$ cat config.mk
export PLATFORM = sky130hd
export DESIGN_NAME = camera_block_parser_pan_tilt_top
export DESIGN_NICKNAME = d
export VERILOG_FILES = /design/src/cbpt_pkg.sv /design/src/cbpt_cfg.sv /design/src/cbpt_parser.sv /design/src/cbpt_tracker.sv /design/src/camera_block_parser_pan_tilt_top.sv
export VERILOG_INCLUDE_DIRS = /design/src /design/src/src
export SDC_FILE = /design/constraint.sdc
export NUM_CORES = 1
export LEC_CHECK = 0
export BUFFER_PORTS_ARGS = -buffer_cell sky130_fd_sc_hd__buf_4
export CAP_MARGIN = 20
export CORE_ASPECT_RATIO = 0.5
export CORE_UTILIZATION = 30
export DETAILED_ROUTE_END_ITERATION = 8
export GPL_TIMING_DRIVEN = 0
export SYNTH_ARGS = -nofsm -noshare
export SYNTH_HDL_FRONTEND = slang
export SYNTH_HIERARCHICAL = 1
export SYNTH_SLANG_ARGS = --single-unit
$ cat constraint.sdc
create_clock -name clk -period 14.6 [get_ports clk]
set_input_delay 2.19 -clock clk [delete_from_list [all_inputs] [get_ports clk]]
set_output_delay 2.19 -clock clk [all_outputs]
set_load 0.02 [all_outputs]
$ cat src/camera_block_parser_pan_tilt_top_assert.svh
// Assertion macros for the camera block parser.
`ifndef CAMERA_BLOCK_PARSER_PAN_TILT_TOP_ASSERT_SVH
`define CAMERA_BLOCK_PARSER_PAN_TILT_TOP_ASSERT_SVH

`ifndef SYNTHESIS
`define CBPT_ASSERT(label, prop, msg) \
    label: assert property (@(posedge clk) disable iff (!rst_n) prop) else $error(msg);
`define CBPT_ASSERT_ALWAYS(label, prop, msg) \
    label: assert property (@(posedge clk) prop) else $error(msg);
`else
`define CBPT_ASSERT(label, prop, msg)
`define CBPT_ASSERT_ALWAYS(label, prop, msg)
`endif

`endif

$ cat src/cbpt_pkg.sv
package cbpt_pkg;

    localparam int COORD_W = 16;
    localparam int DUTY_W  = 16;
    localparam int PHASE_W = 4;
    localparam int DIFF_W  = COORD_W + 1;
    localparam int MAG_W   = DIFF_W + 1;
    localparam int SUM_W   = DUTY_W + 3;
    localparam int ADDR_W  = 5;

    localparam logic [COORD_W-1:0] SYNC_WORD = 16'hAA55;

    localparam logic [PHASE_W-1:0] PH_WAIT_SYNC  = 4'd0;
    localparam logic [PHASE_W-1:0] PH_CHECK_SYNC = 4'd2;
    localparam logic [PHASE_W-1:0] PH_CAPTURE_X  = 4'd8;
    localparam logic [PHASE_W-1:0] PH_CAPTURE_Y  = 4'd10;
    localparam logic [PHASE_W-1:0] PH_TRACK      = 4'd14;
    localparam logic [PHASE_W-1:0] PH_UNUSED     = 4'd15;

    localparam logic [2:0] REG_TARGET_X  = 3'd0;
    localparam logic [2:0] REG_TARGET_Y  = 3'd1;
    localparam logic [2:0] REG_DEAD_BAND = 3'd2;
    localparam logic [2:0] REG_DUTY_MIN  = 3'd3;
    localparam logic [2:0] REG_DUTY_MAX  = 3'd4;

    localparam logic [COORD_W-1:0] TARGET_X_RST  = 16'd157;
    localparam logic [COORD_W-1:0] TARGET_Y_RST  = 16'd103;
    localparam logic [COORD_W-1:0] DEAD_BAND_RST = 16'd10;
    localparam logic [DUTY_W-1:0]  DUTY_MIN_RST  = 16'd850;
    localparam logic [DUTY_W-1:0]  DUTY_MAX_RST  = 16'd4230;
    localparam logic [DUTY_W-1:0]  PAN_RST       = 16'd2240;
    localparam logic [DUTY_W-1:0]  TILT_RST      = 16'd3600;

    typedef struct packed {
        logic [COORD_W-1:0] target_x;
        logic [COORD_W-1:0] target_y;
        logic [COORD_W-1:0] dead_band;
        logic [DUTY_W-1:0]  duty_min;
        logic [DUTY_W-1:0]  duty_max;
    } cfg_t;

    typedef struct packed {
        logic               valid;
        logic [COORD_W-1:0] object_x;
        logic [COORD_W-1:0] object_y;
        logic [PHASE_W-1:0] phase;
    } track_req_t;

    function automatic logic [DUTY_W-1:0] clamp_duty(
        input logic signed [SUM_W-1:0] v,
        input logic [DUTY_W-1:0]       lo,
        input logic [DUTY_W-1:0]       hi
    );
        logic signed [SUM_W-1:0] r;
        logic signed [SUM_W-1:0] lo_s;
        logic signed [SUM_W-1:0] hi_s;
        begin
            lo_s = signed'({3'b000, lo});
            hi_s = signed'({3'b000, hi});
            r = v;
            if (r < lo_s)
            begin
                r = lo_s;
            end
            if (r > hi_s)
            begin
                r = hi_s;
            end
            return r[DUTY_W-1:0];
        end
    endfunction

endpackage

$ cat src/cbpt_cfg.sv
module cbpt_cfg
    import cbpt_pkg::*;
(
    input  logic              clk,
    input  logic              rst_n,
    input  logic              psel,
    input  logic              penable,
    input  logic              pwrite,
    input  logic [ADDR_W-1:0] paddr,
    input  logic [31:0]       pwdata,
    output logic [31:0]       prdata,
    output logic              pready,
    output cfg_t              cfg
);

    cfg_t       cfg_reg;
    cfg_t       cfg_next;
    logic       wr_en;
    logic [2:0] index;

    assign pready = 1'b1;
    assign wr_en  = psel && penable && pwrite && pready;
    assign index  = paddr[ADDR_W-1:2];
    assign cfg    = cfg_reg;

    always_comb
    begin
        cfg_next = cfg_reg;
        if (wr_en)
        begin
            case (index)
                REG_TARGET_X:  cfg_next.target_x  = pwdata[15:0];
                REG_TARGET_Y:  cfg_next.target_y  = pwdata[15:0];
                REG_DEAD_BAND: cfg_next.dead_band = pwdata[15:0];
                REG_DUTY_MIN:  cfg_next.duty_min  = pwdata[15:0];
                REG_DUTY_MAX:  cfg_next.duty_max  = pwdata[15:0];
                default:       cfg_next = cfg_reg;
            endcase
        end
    end

    always_comb
    begin
        case (index)
            REG_TARGET_X:  prdata = {16'h0000, cfg_reg.target_x};
            REG_TARGET_Y:  prdata = {16'h0000, cfg_reg.target_y};
            REG_DEAD_BAND: prdata = {16'h0000, cfg_reg.dead_band};
            REG_DUTY_MIN:  prdata = {16'h0000, cfg_reg.duty_min};
            REG_DUTY_MAX:  prdata = {16'h0000, cfg_reg.duty_max};
            default:       prdata = 32'h0000_0000;
        endcase
    end

    always_ff @(posedge clk or negedge rst_n)
    begin
        if (!rst_n)
        begin
            cfg_reg.target_x  <= TARGET_X_RST;
            cfg_reg.target_y  <= TARGET_Y_RST;
            cfg_reg.dead_band <= DEAD_BAND_RST;
            cfg_reg.duty_min  <= DUTY_MIN_RST;
            cfg_reg.duty_max  <= DUTY_MAX_RST;
        end
        else
        begin
            cfg_reg <= cfg_next;
        end
    end

endmodule

$ cat src/cbpt_parser.sv
module cbpt_parser
    import cbpt_pkg::*;
(
    input  logic       clk,
    input  logic       rst_n,
    input  logic       in_fire,
    input  logic [7:0] rx_byte,
    input  logic       req_taken,
    output track_req_t req
);

    logic [COORD_W-1:0] window_reg;
    logic [COORD_W-1:0] window_next;
    logic [PHASE_W-1:0] phase_reg;
    logic [PHASE_W-1:0] phase_next;
    logic [COORD_W-1:0] object_x_reg;
    logic [COORD_W-1:0] object_x_next;
    logic [COORD_W-1:0] object_y_reg;
    logic [COORD_W-1:0] object_y_next;
    logic               req_valid_reg;
    logic               req_valid_next;
    logic               track_hit;

    assign window_next = {rx_byte, window_reg[COORD_W-1:8]};

    always_comb
    begin
        phase_next    = phase_reg;
        object_x_next = object_x_reg;
        object_y_next = object_y_reg;
        track_hit     = 1'b0;
        if (in_fire)
        begin
            case (phase_reg)
                PH_WAIT_SYNC:
                begin
                    if (window_next == SYNC_WORD)
                    begin
                        phase_next = phase_reg + 4'd1;
                    end
                end
                PH_CHECK_SYNC:
                begin
                    phase_next = (window_next == SYNC_WORD) ? phase_reg + 4'd1 : PH_WAIT_SYNC;
                end
                PH_CAPTURE_X:
                begin
                    object_x_next = window_next;
                    phase_next    = phase_reg + 4'd1;
                end
                PH_CAPTURE_Y:
                begin
                    object_y_next = window_next;
                    phase_next    = phase_reg + 4'd1;
                end
                PH_TRACK:
                begin
                    track_hit  = 1'b1;
                    phase_next = PH_WAIT_SYNC;
                end
                default:
                begin
                    phase_next = phase_reg + 4'd1;
                end
            endcase
        end
    end

    always_comb
    begin
        req_valid_next = req_valid_reg;
        if (req_taken)
        begin
            req_valid_next = 1'b0;
        end
        if (track_hit)
        begin
            req_valid_next = 1'b1;
        end
    end

    always_ff @(posedge clk or negedge rst_n)
    begin
        if (!rst_n)
        begin
            window_reg    <= '0;
            phase_reg     <= PH_WAIT_SYNC;
            object_x_reg  <= '0;
            object_y_reg  <= '0;
            req_valid_reg <= 1'b0;
        end
        else
        begin
            if (in_fire)
            begin
                window_reg <= window_next;
            end
            phase_reg     <= phase_next;
            object_x_reg  <= object_x_next;
            object_y_reg  <= object_y_next;
            req_valid_reg <= req_valid_next;
        end
    end

    assign req.valid    = req_valid_reg;
    assign req.object_x = object_x_reg;
    assign req.object_y = object_y_reg;
    assign req.phase    = phase_reg;

endmodule

$ cat src/cbpt_tracker.sv
module cbpt_tracker
    import cbpt_pkg::*;
(
    input  logic              clk,
    input  logic              rst_n,
    input  cfg_t              cfg,
    input  track_req_t        req,
    input  logic              out_stall,
    output logic              req_taken,
    output logic              out_valid,
    output logic [DUTY_W-1:0] pan_duty,
    output logic [DUTY_W-1:0] tilt_duty
);

    logic                     out_valid_reg;
    logic                     out_valid_next;
    logic [DUTY_W-1:0]        pan_reg;
    logic [DUTY_W-1:0]        pan_next;
    logic [DUTY_W-1:0]        tilt_reg;
    logic [DUTY_W-1:0]        tilt_next;
    logic signed [DIFF_W-1:0] dx;
    logic signed [DIFF_W-1:0] dy;
    logic signed [MAG_W-1:0]  dx_w;
    logic signed [MAG_W-1:0]  dy_w;
    logic signed [MAG_W-1:0]  db_w;
    logic                     outside;
    logic signed [SUM_W-1:0]  pan_sum;
    logic signed [SUM_W-1:0]  tilt_sum;

    assign req_taken = req.valid && (!out_valid_reg || !out_stall);

    assign dx   = signed'({1'b0, req.object_x}) - signed'({1'b0, cfg.target_x});
    assign dy   = signed'({1'b0, req.object_y}) - signed'({1'b0, cfg.target_y});
    assign dx_w = {dx[DIFF_W-1], dx};
    assign dy_w = {dy[DIFF_W-1], dy};
    assign db_w = signed'({2'b00, cfg.dead_band});

    assign outside = (dx_w > db_w) || (-dx_w > db_w) || (dy_w > db_w) || (-dy_w > db_w);

    assign pan_sum  = signed'({3'b000, pan_reg}) - {{(SUM_W-DIFF_W){dx[DIFF_W-1]}}, dx};
    assign tilt_sum = signed'({3'b000, tilt_reg}) + {{(SUM_W-DIFF_W){dy[DIFF_W-1]}}, dy};

    always_comb
    begin
        out_valid_next = out_valid_reg;
        pan_next       = pan_reg;
        tilt_next      = tilt_reg;
        if (req_taken)
        begin
            out_valid_next = outside;
            if (outside)
            begin
                pan_next  = clamp_duty(pan_sum, cfg.duty_min, cfg.duty_max);
                tilt_next = clamp_duty(tilt_sum, cfg.duty_min, cfg.duty_max);
            end
        end
        else if (!out_stall)
        begin
            out_valid_next = 1'b0;
        end
    end

    always_ff @(posedge clk or negedge rst_n)
    begin
        if (!rst_n)
        begin
            out_valid_reg <= 1'b0;
            pan_reg       <= PAN_RST;
            tilt_reg      <= TILT_RST;
        end
        else
        begin
            out_valid_reg <= out_valid_next;
            pan_reg       <= pan_next;
            tilt_reg      <= tilt_next;
        end
    end

    assign out_valid = out_valid_reg;
    assign pan_duty  = pan_reg;
    assign tilt_duty = tilt_reg;

endmodule

$ cat src/camera_block_parser_pan_tilt_top.sv
// Camera block parser with pan/tilt tracker. Takes one received byte per
// cycle while in_stall is low. A frame is the sync word 0xAA55 twice, four
// filler bytes, the x and y object coordinates and four filler bytes; on
// its last byte the tracker moves pan by -dx and tilt by +dy when either
// offset from the target exceeds the dead band, clamps both to the duty
// limits and presents them as one transfer. The parser registers a request
// on the last frame byte and the tracker registers its result from it; input
// is held off only while a result waits on a stalled output with a further
// frame already finished. Registers sit at byte addresses 0x00 (target_x),
// 0x04 (target_y), 0x08 (dead_band), 0x0C (duty_min) and 0x10 (duty_max).
`include "camera_block_parser_pan_tilt_top_assert.svh"

module camera_block_parser_pan_tilt_top
    import cbpt_pkg::*;
(
    input  logic              clk,
    input  logic              rst_n,
    input  logic              psel,
    input  logic              penable,
    input  logic              pwrite,
    input  logic [ADDR_W-1:0] paddr,
    input  logic [31:0]       pwdata,
    output logic [31:0]       prdata,
    output logic              pready,
    input  logic              in_valid,
    output logic              in_stall,
    input  logic [7:0]        rx_byte,
    output logic              out_valid,
    input  logic              out_stall,
    output logic [DUTY_W-1:0] pan_duty,
    output logic [DUTY_W-1:0] tilt_duty
);

    cfg_t       cfg;
    track_req_t req;
    logic       req_taken;
    logic       in_fire;

    assign in_stall = req.valid && !req_taken;
    assign in_fire  = in_valid && !in_stall;

    cbpt_cfg u_cfg (
        .clk     (clk),
        .rst_n   (rst_n),
        .psel    (psel),
        .penable (penable),
        .pwrite  (pwrite),
        .paddr   (paddr),
        .pwdata  (pwdata),
        .prdata  (prdata),
        .pready  (pready),
        .cfg     (cfg)
    );

    cbpt_parser u_parser (
        .clk       (clk),
        .rst_n     (rst_n),
        .in_fire   (in_fire),
        .rx_byte   (rx_byte),
        .req_taken (req_taken),
        .req       (req)
    );

    cbpt_tracker u_tracker (
        .clk       (clk),
        .rst_n     (rst_n),
        .cfg       (cfg),
        .req       (req),
        .out_stall (out_stall),
        .req_taken (req_taken),
        .out_valid (out_valid),
        .pan_duty  (pan_duty),
        .tilt_duty (tilt_duty)
    );

    `CBPT_ASSERT(a_phase_in_range, req.phase != PH_UNUSED, "frame phase reached unused code")
    `CBPT_ASSERT(a_stall_needs_req, in_stall |-> (req.valid && out_valid && out_stall), "input held without pending result")
    `CBPT_ASSERT(a_result_from_req, $rose(out_valid) |-> $past(req_taken), "result without tracker request")
    `CBPT_ASSERT(a_req_from_track, $rose(req.valid) |-> $past(req.phase == PH_TRACK), "request outside last frame byte")

endmodule

# --- After elaboration in Yosys (flattened, before gate mapping) ---
# Index checks and enable logic that the tools add are counted.
# W data, S select, Z words.
word_totals:
  ff_bits: 166
  input_bits: 52
  output_inout_bits: 67
  wordCells: 82
classes:
  n_addsub: 7
  magnitude_cmp: 8
  n_eq_ne: 11
  n_mux: 18
  reduce_logical: 25
op_table:
  columns: ["operator", "count"]
  rows:
  - ["$mux W19", 6]
  - ["$pmux W16 S5", 1]
  - ["$gt A19 B17 Y1", 2]
  - ["$lt A19 B17 Y1", 2]
  - ["$gt A18 B17 Y1", 2]
  - ["$neg A17 Y18", 2]
  - ["$gt A17 B17 Y1", 2]
  - ["$sub A16 B16 Y17", 2]
  - ["$mux W16", 2]
  - ["$add A17 B17 Y18", 1]
  - ["$reduce_and A2 Y1", 9]
  - ["$sub A17 B17 Y18", 1]
  - ["$eq A16 B16 Y1 const B", 1]
  - ["$eq A4 B4 Y1 const B", 3]
  - ["$pmux W4 S3", 1]
  - ["$mux W4", 2]
  - ["$eq A3 B2 Y1 const B", 2]
  - ["$mux W1", 6]
  - ["$logic_and A1 B1 Y1", 5]
  - ["$add A4 B1 Y4 const B", 1]
  - ["$eq A4 B2 Y1 const B", 1]
  - ["$logic_not A1 Y1", 4]
  - ["$logic_not A4 Y1", 1]
  - ["$logic_or A1 B1 Y1", 4]
  - ["5 further kinds", 6]

# --- Depth between registers and ports, before layout ---
depth:
  depth_word: 10
  mapped_depth: 45
  depth_no_buf: 41

# --- Cells and area by module ---
# Netlist, hierarchy kept.
modules_own_cells:
  columns: ["module", "instances", "cells_per_inst", "area_each_um2", "seq_area_each_um2"]
  rows:
  - ["cbpt_tracker", 1, 1111, 8630.8, 834.6]
  - ["cbpt_cfg", 1, 271, 3878.7, 2028.2]
  - ["cbpt_parser", 1, 122, 1905.6, 1126.1]
  - ["camera_block_parser_pan_tilt_top", 1, 2, 22.5, 0.0]

# --- Worst setup path after synthesis ---
# No wires, ideal clock.
synth_timing:
  path_kind: "register to register"
  start: "register u_cfg.cfg_reg, in the netlist u_cfg/cfg[48]"
  end: "register u_tracker.tilt_reg[1], in the netlist u_tracker/tilt_duty[1]"
  setup_time_ps: 136
  arrival_ps: 7701
  required_time_ps: 14464
  slack_ps: 6763
  stages_incl_launch_ff: 38
  path_buffers: 3
  synth_period_minus_slack_ps: 7837
  cell_sequence: "dfstp_2 ha_1 fa_1 nand2b_1 a21oi_1 o21a_1 nor2_1 xnor2_1 ha_1 and3_1 a211oi_1 o41ai_1 a21o_1 a21oi_1 xor2_1 inv_1 ha_1 a211o_1 [... 2 more ...] clkbuf_1 clkbuf_1 mux2i_1 ha_1 nor2b_1 o21a_1 o21a_1 o21a_1 o21ai_0 nand2b_1 a21oi_1 o21ai_0 nor4_1 o311ai_0 a22oi_2 buf_2 mux2i_1 o21ai_0"
synth_between:
  elab_chain_cells: 8
  word_cells_on_any_way: 14
  classes_between: "add/sub: 3; order compare: 4; mux: 4; reduce/logical: 3"
synth_rtl:
  columns: ["element", "line_no", "rtl"]
  rows:
  - ["start, declared", "cbpt_cfg.sv:16", "cfg_t cfg_reg;"]
  - ["start signal, assigned", "cbpt_cfg.sv:66", "cfg_reg <= cfg_next;"]
  - ["$sub A16 B16 Y17 (*)", "cbpt_tracker.sv:33", "assign dy = signed'({1'b0, req.object_y}) - signed'({1'b0, cfg.target_y});"]
  - ["$add A17 B17 Y18", "cbpt_tracker.sv:41", "assign tilt_sum = signed'({3'b000, tilt_reg}) + {{(SUM_W-DIFF_W){dy[DIFF_W-1]}}, dy};"]
  - ["$lt A19 B17 Y1", "cbpt_pkg.sv:61", "if (r < lo_s)"]
  - ["$mux W19", "cbpt_pkg.sv:61", null]
  - ["$mux W19", "cbpt_tracker.sv:51", "if (outside)"]
  - ["$mux W19", "cbpt_tracker.sv:48", "if (req_taken)"]
  - ["$gt A19 B17 Y1", "cbpt_pkg.sv:65", "if (r > hi_s)"]
  - ["$mux W16", "cbpt_pkg.sv:65", null]
  - ["end signal, assigned", "cbpt_tracker.sv:75", "tilt_reg <= tilt_next;"]
  - ["end, declared", "cbpt_tracker.sv:19", "logic [DUTY_W-1:0] tilt_reg;"]
# Mark *: on every way between the ends. The rest lies on a longest branch, timed or not. The select of a mux whose other input is x is not followed.
# A chain may end at the register's enable or synchronous reset.

# --- Final worst setup path ---
# Ends and elaborated chain as after synthesis.

==> metrics.md <==
| Metric | Value |
|---|---|
| Outcome | `complete, no violations` |
| CP peak stage delay | `650 ps` |
| Die H | `between 150 and 200 µm` |
| Postcts setup bufs | `0` |
| Highest clock rate | `roughly 97 MHz` |
| Largest net degree at the start of global routing | `around 110` |
| Layout cells sized above 1 | `0.238` |
| Cts repair resizes | `0` |
| Worst Hold Endpoint | `u_tracker/tilt_duty[4]` |
| Worst setup EP type | `register` |
| Required time worst endpoint | `14890 ps` |
| Skew final | `between 20 and 30 ps` |
| Setup TNS | `0 ps` |
| Total grt overflow | `0` |
| CTS tree | `yes` |
| Worst setup SP type | `register` |
| Clk_lat worst skew | `between 400 and 500 ps` |
| Synthesized area | `14400 µm²` |
| Hold Startpoint | `u_tracker/tilt_duty[4]` |
| Final non-filler cell total | `roughly 2300` |
| Arrival time worst endpoint | `10620 ps` |
| Most frequent cell after synthesis | `ha_1` |
| H-tree depth | `4` |
| Synth-to-layout area growth | `14.6%` |
| Post-synthesis compound-gate area fraction | `0.158` |
| Antenna violations before repair | `0` |
| Post-synth top area share | `0.225` |
| Worst Hold Class | `register to register` |
| Die Area | `slightly below 50000 µm²` |
| DR vias/cell | `just over 5` |
| DR pass1 iterations | `5` |
| FP Rows | `56` |
| Crit path top cell by count | `ha_1` |
| Worst rel slew slack | `0.272` |
| Critical-path maximum fanout | `10` |
| Final setup viols | `0` |
| Num CTS Buffers | `17` |
| Dominant cell type by area after synthesis | `dfrtp_1` |
| Seq/Total Area, Yosys | `0.276` |
| Total Wirelength | `~44000 µm` |
| Simple-gate portion of the synthesized area | `0.130` |
| Synth cell types | `between 100 and 150` |
| Reg2reg path depth | `38` |
| Critical path's slowest cell | `a22oi_2` |
| Core Area | `approximately 47000 µm²` |
| Number of synthesized register bits | `between 150 and 200` |
| Syn Inst Count | `roughly 1500` |
| Total GRT Usage | `0.178` |
| Final hold vios | `0` |
| Hold Crit Depth | `2` |
| IO Port Bufs | `82` |
| Drt initial violations | `~800` |
| Post-synth EDFFs | `0` |
| Clock buffer depth | `2` |
| Clock Pin Slew Worst Setup and Hold Paths | `about 80 ps` |
| FF-to-FF End | `u_tracker/tilt_duty[1]` |
| Synth cell count leaders | `ha_1, mux2_2, dfrtp_1` |
| Crit Path Class | `register to register` |
| Cts hold-fix bufs | `0` |
| Final net count | `1867` |
| First-pass GRT wire length | `about 66000 µm` |
| Fraction of registers with async set or reset after synthesis | `1.00` |
| RSZ-0062 raised after global routing | `false` |
| Slew Limit Fails | `0` |
| Reg2reg setup slack | `roughly 4300 ps` |
| DRC Markers | `0` |
| Worst-margin pin slew | `1080 ps` |
| Initial Utilization | `0.306` |
| Synth warnings | `6` |
| Fin crit period | `just over 10000 ps` |
| Die Width | `about 310 µm` |
| Reg2reg start | `u_cfg/cfg[48]` |
| Final period util | `0.707` |
| Filler cells | `4811` |
| Largest register FFs | `80` |
| Vias in the first global route | `approximately 11000` |
| Wire length per cell after detailed routing | `between 15 and 20 µm` |
| I/O pins | `about 120` |
| Post-DP HPWL | `roughly 36000 µm` |
| Post-synth top flop | `dfrtp_1` |
| Largest family of logic cells by synthesized area | `adder cells` |
| Final GP Congestion | `between 0.9 and 1` |
| Synth Area in Adders | `0.171` |
| MaxCap Viol Count | `0` |
| Post-route ant nets | `0` |
| Post-Place Cells | `roughly 2200` |
| Synth Area in XOR/XNOR | `0.0494` |
| Clock root buffer | `clkbuf_16` |
| Vias | `between 10000 and 15000` |
| Post-synthesis mux area share | `0.156` |
| Clk sink count | `approximately 160` |
| Synth top area cells | `dfrtp_1, ha_1, mux2_2, dfstp_2, mux2i_1` |
| Syn avg cell area | `between 9 and 10 µm²` |
-- cell families (layout without fill, tap and decap cells) --
| kind of cell | count (synthesis) | after routing |
|---|---|---|
| simple gates | 353 | 353 |
| xor+xnor | 78 | 78 |
| fa+ha+maj | 196 | 196 |
| compound gates | 334 | 334 |
| other cells | 2 | 18 |
| flops | 158 | 158 |
| buf+inv | 183 | 298 |
| mux | 202 | 202 |
-- final cells by class --
cell class	count	area, µm²	area share
multi-input cells	1180	9660	0.584
flip-flops and latches	158	3990	0.241
well taps	638	798	0.0482
repair buffers	83	651	0.0393
inverters	127	478	0.0289
clock buffers	17	425	0.0257
plain buffers	56	372	0.0225
clock inverters	15	174	0.0105
diodes	1	2.50	0.000151
-- worst max-delay path: cells and delay by family, from the launching register on --
family          cells  cell delay [ps]
compound gates     16             3630
xor+xnor            2              840
flops               1              400
fa+ha+maj           6             1960
buf+inv             4             1700
simple gates        8             1010
mux                 2              650
-- per-layer routing --
layer,share of wire,vias to the layer above,GRT usage
met4,0.020,0,0.0521
met2,0.48,242,0.312
met5,0,-,0
met1,0.47,5747,0.232
li1,-,5672,-
met3,0.033,41,0.0191
-- layout by cell type (no fill, tap or decap), types with 9 or more instances in the layout --
cell         n
nor2_1      98
nor4_1       9
xnor2_1     55
inv_1      122
a211oi_1     9
nor2b_1     23
ha_1       188
dfstp_2     28
o21ai_1     25
o21a_1      30
a21oi_1     72
nand2_1     87
mux2_4      10
buf_2       15
dfrtp_1    130
a221o_1     15
conb_1      17
buf_4      106
nor3_1      22
clkbuf_16   17
o21ai_0     64
nand4_1     23
nand3_1     14
mux2i_1     50
nand2b_1    20
xor2_1      19
mux2_2     140
a21o_1      31
-- worst max-delay path by stage --
stage             startpoint                      to  slack, ps
6_report       u_cfg/cfg[48]  u_tracker/tilt_duty[1]       4270
5_1_grt        u_cfg/cfg[48]  u_tracker/tilt_duty[5]       3740
4_1_cts        u_cfg/cfg[48]  u_tracker/tilt_duty[1]       4380
3_5_place_dp   u_cfg/cfg[48]  u_tracker/tilt_duty[4]       4500
3_3_place_gp   u_cfg/cfg[48]  u_tracker/tilt_duty[1]       4450
2_1_floorplan  u_cfg/cfg[48]  u_tracker/tilt_duty[1]       6760
-- per-stage QoR --
stage / cell area (µm²) / hold slack, ps / util / setup WS (ps)
3_3_place_gp: 15900 / 473 / 0.337 / 4450
3_5_place_dp: 15900 / 485 / 0.338 / 4500
6_report: 16500 / 495 / 0.351 / 4270
2_1_floorplan: 14500 / 468 / - / 6760
4_1_cts: 16500 / 497 / 0.351 / 4380
5_1_grt: 16500 / 512 / 0.351 / 3740
Power is left out: the tool's default activity adds up to more than one toggle a clock period on the data nets, which glitch-free logic cannot reach.
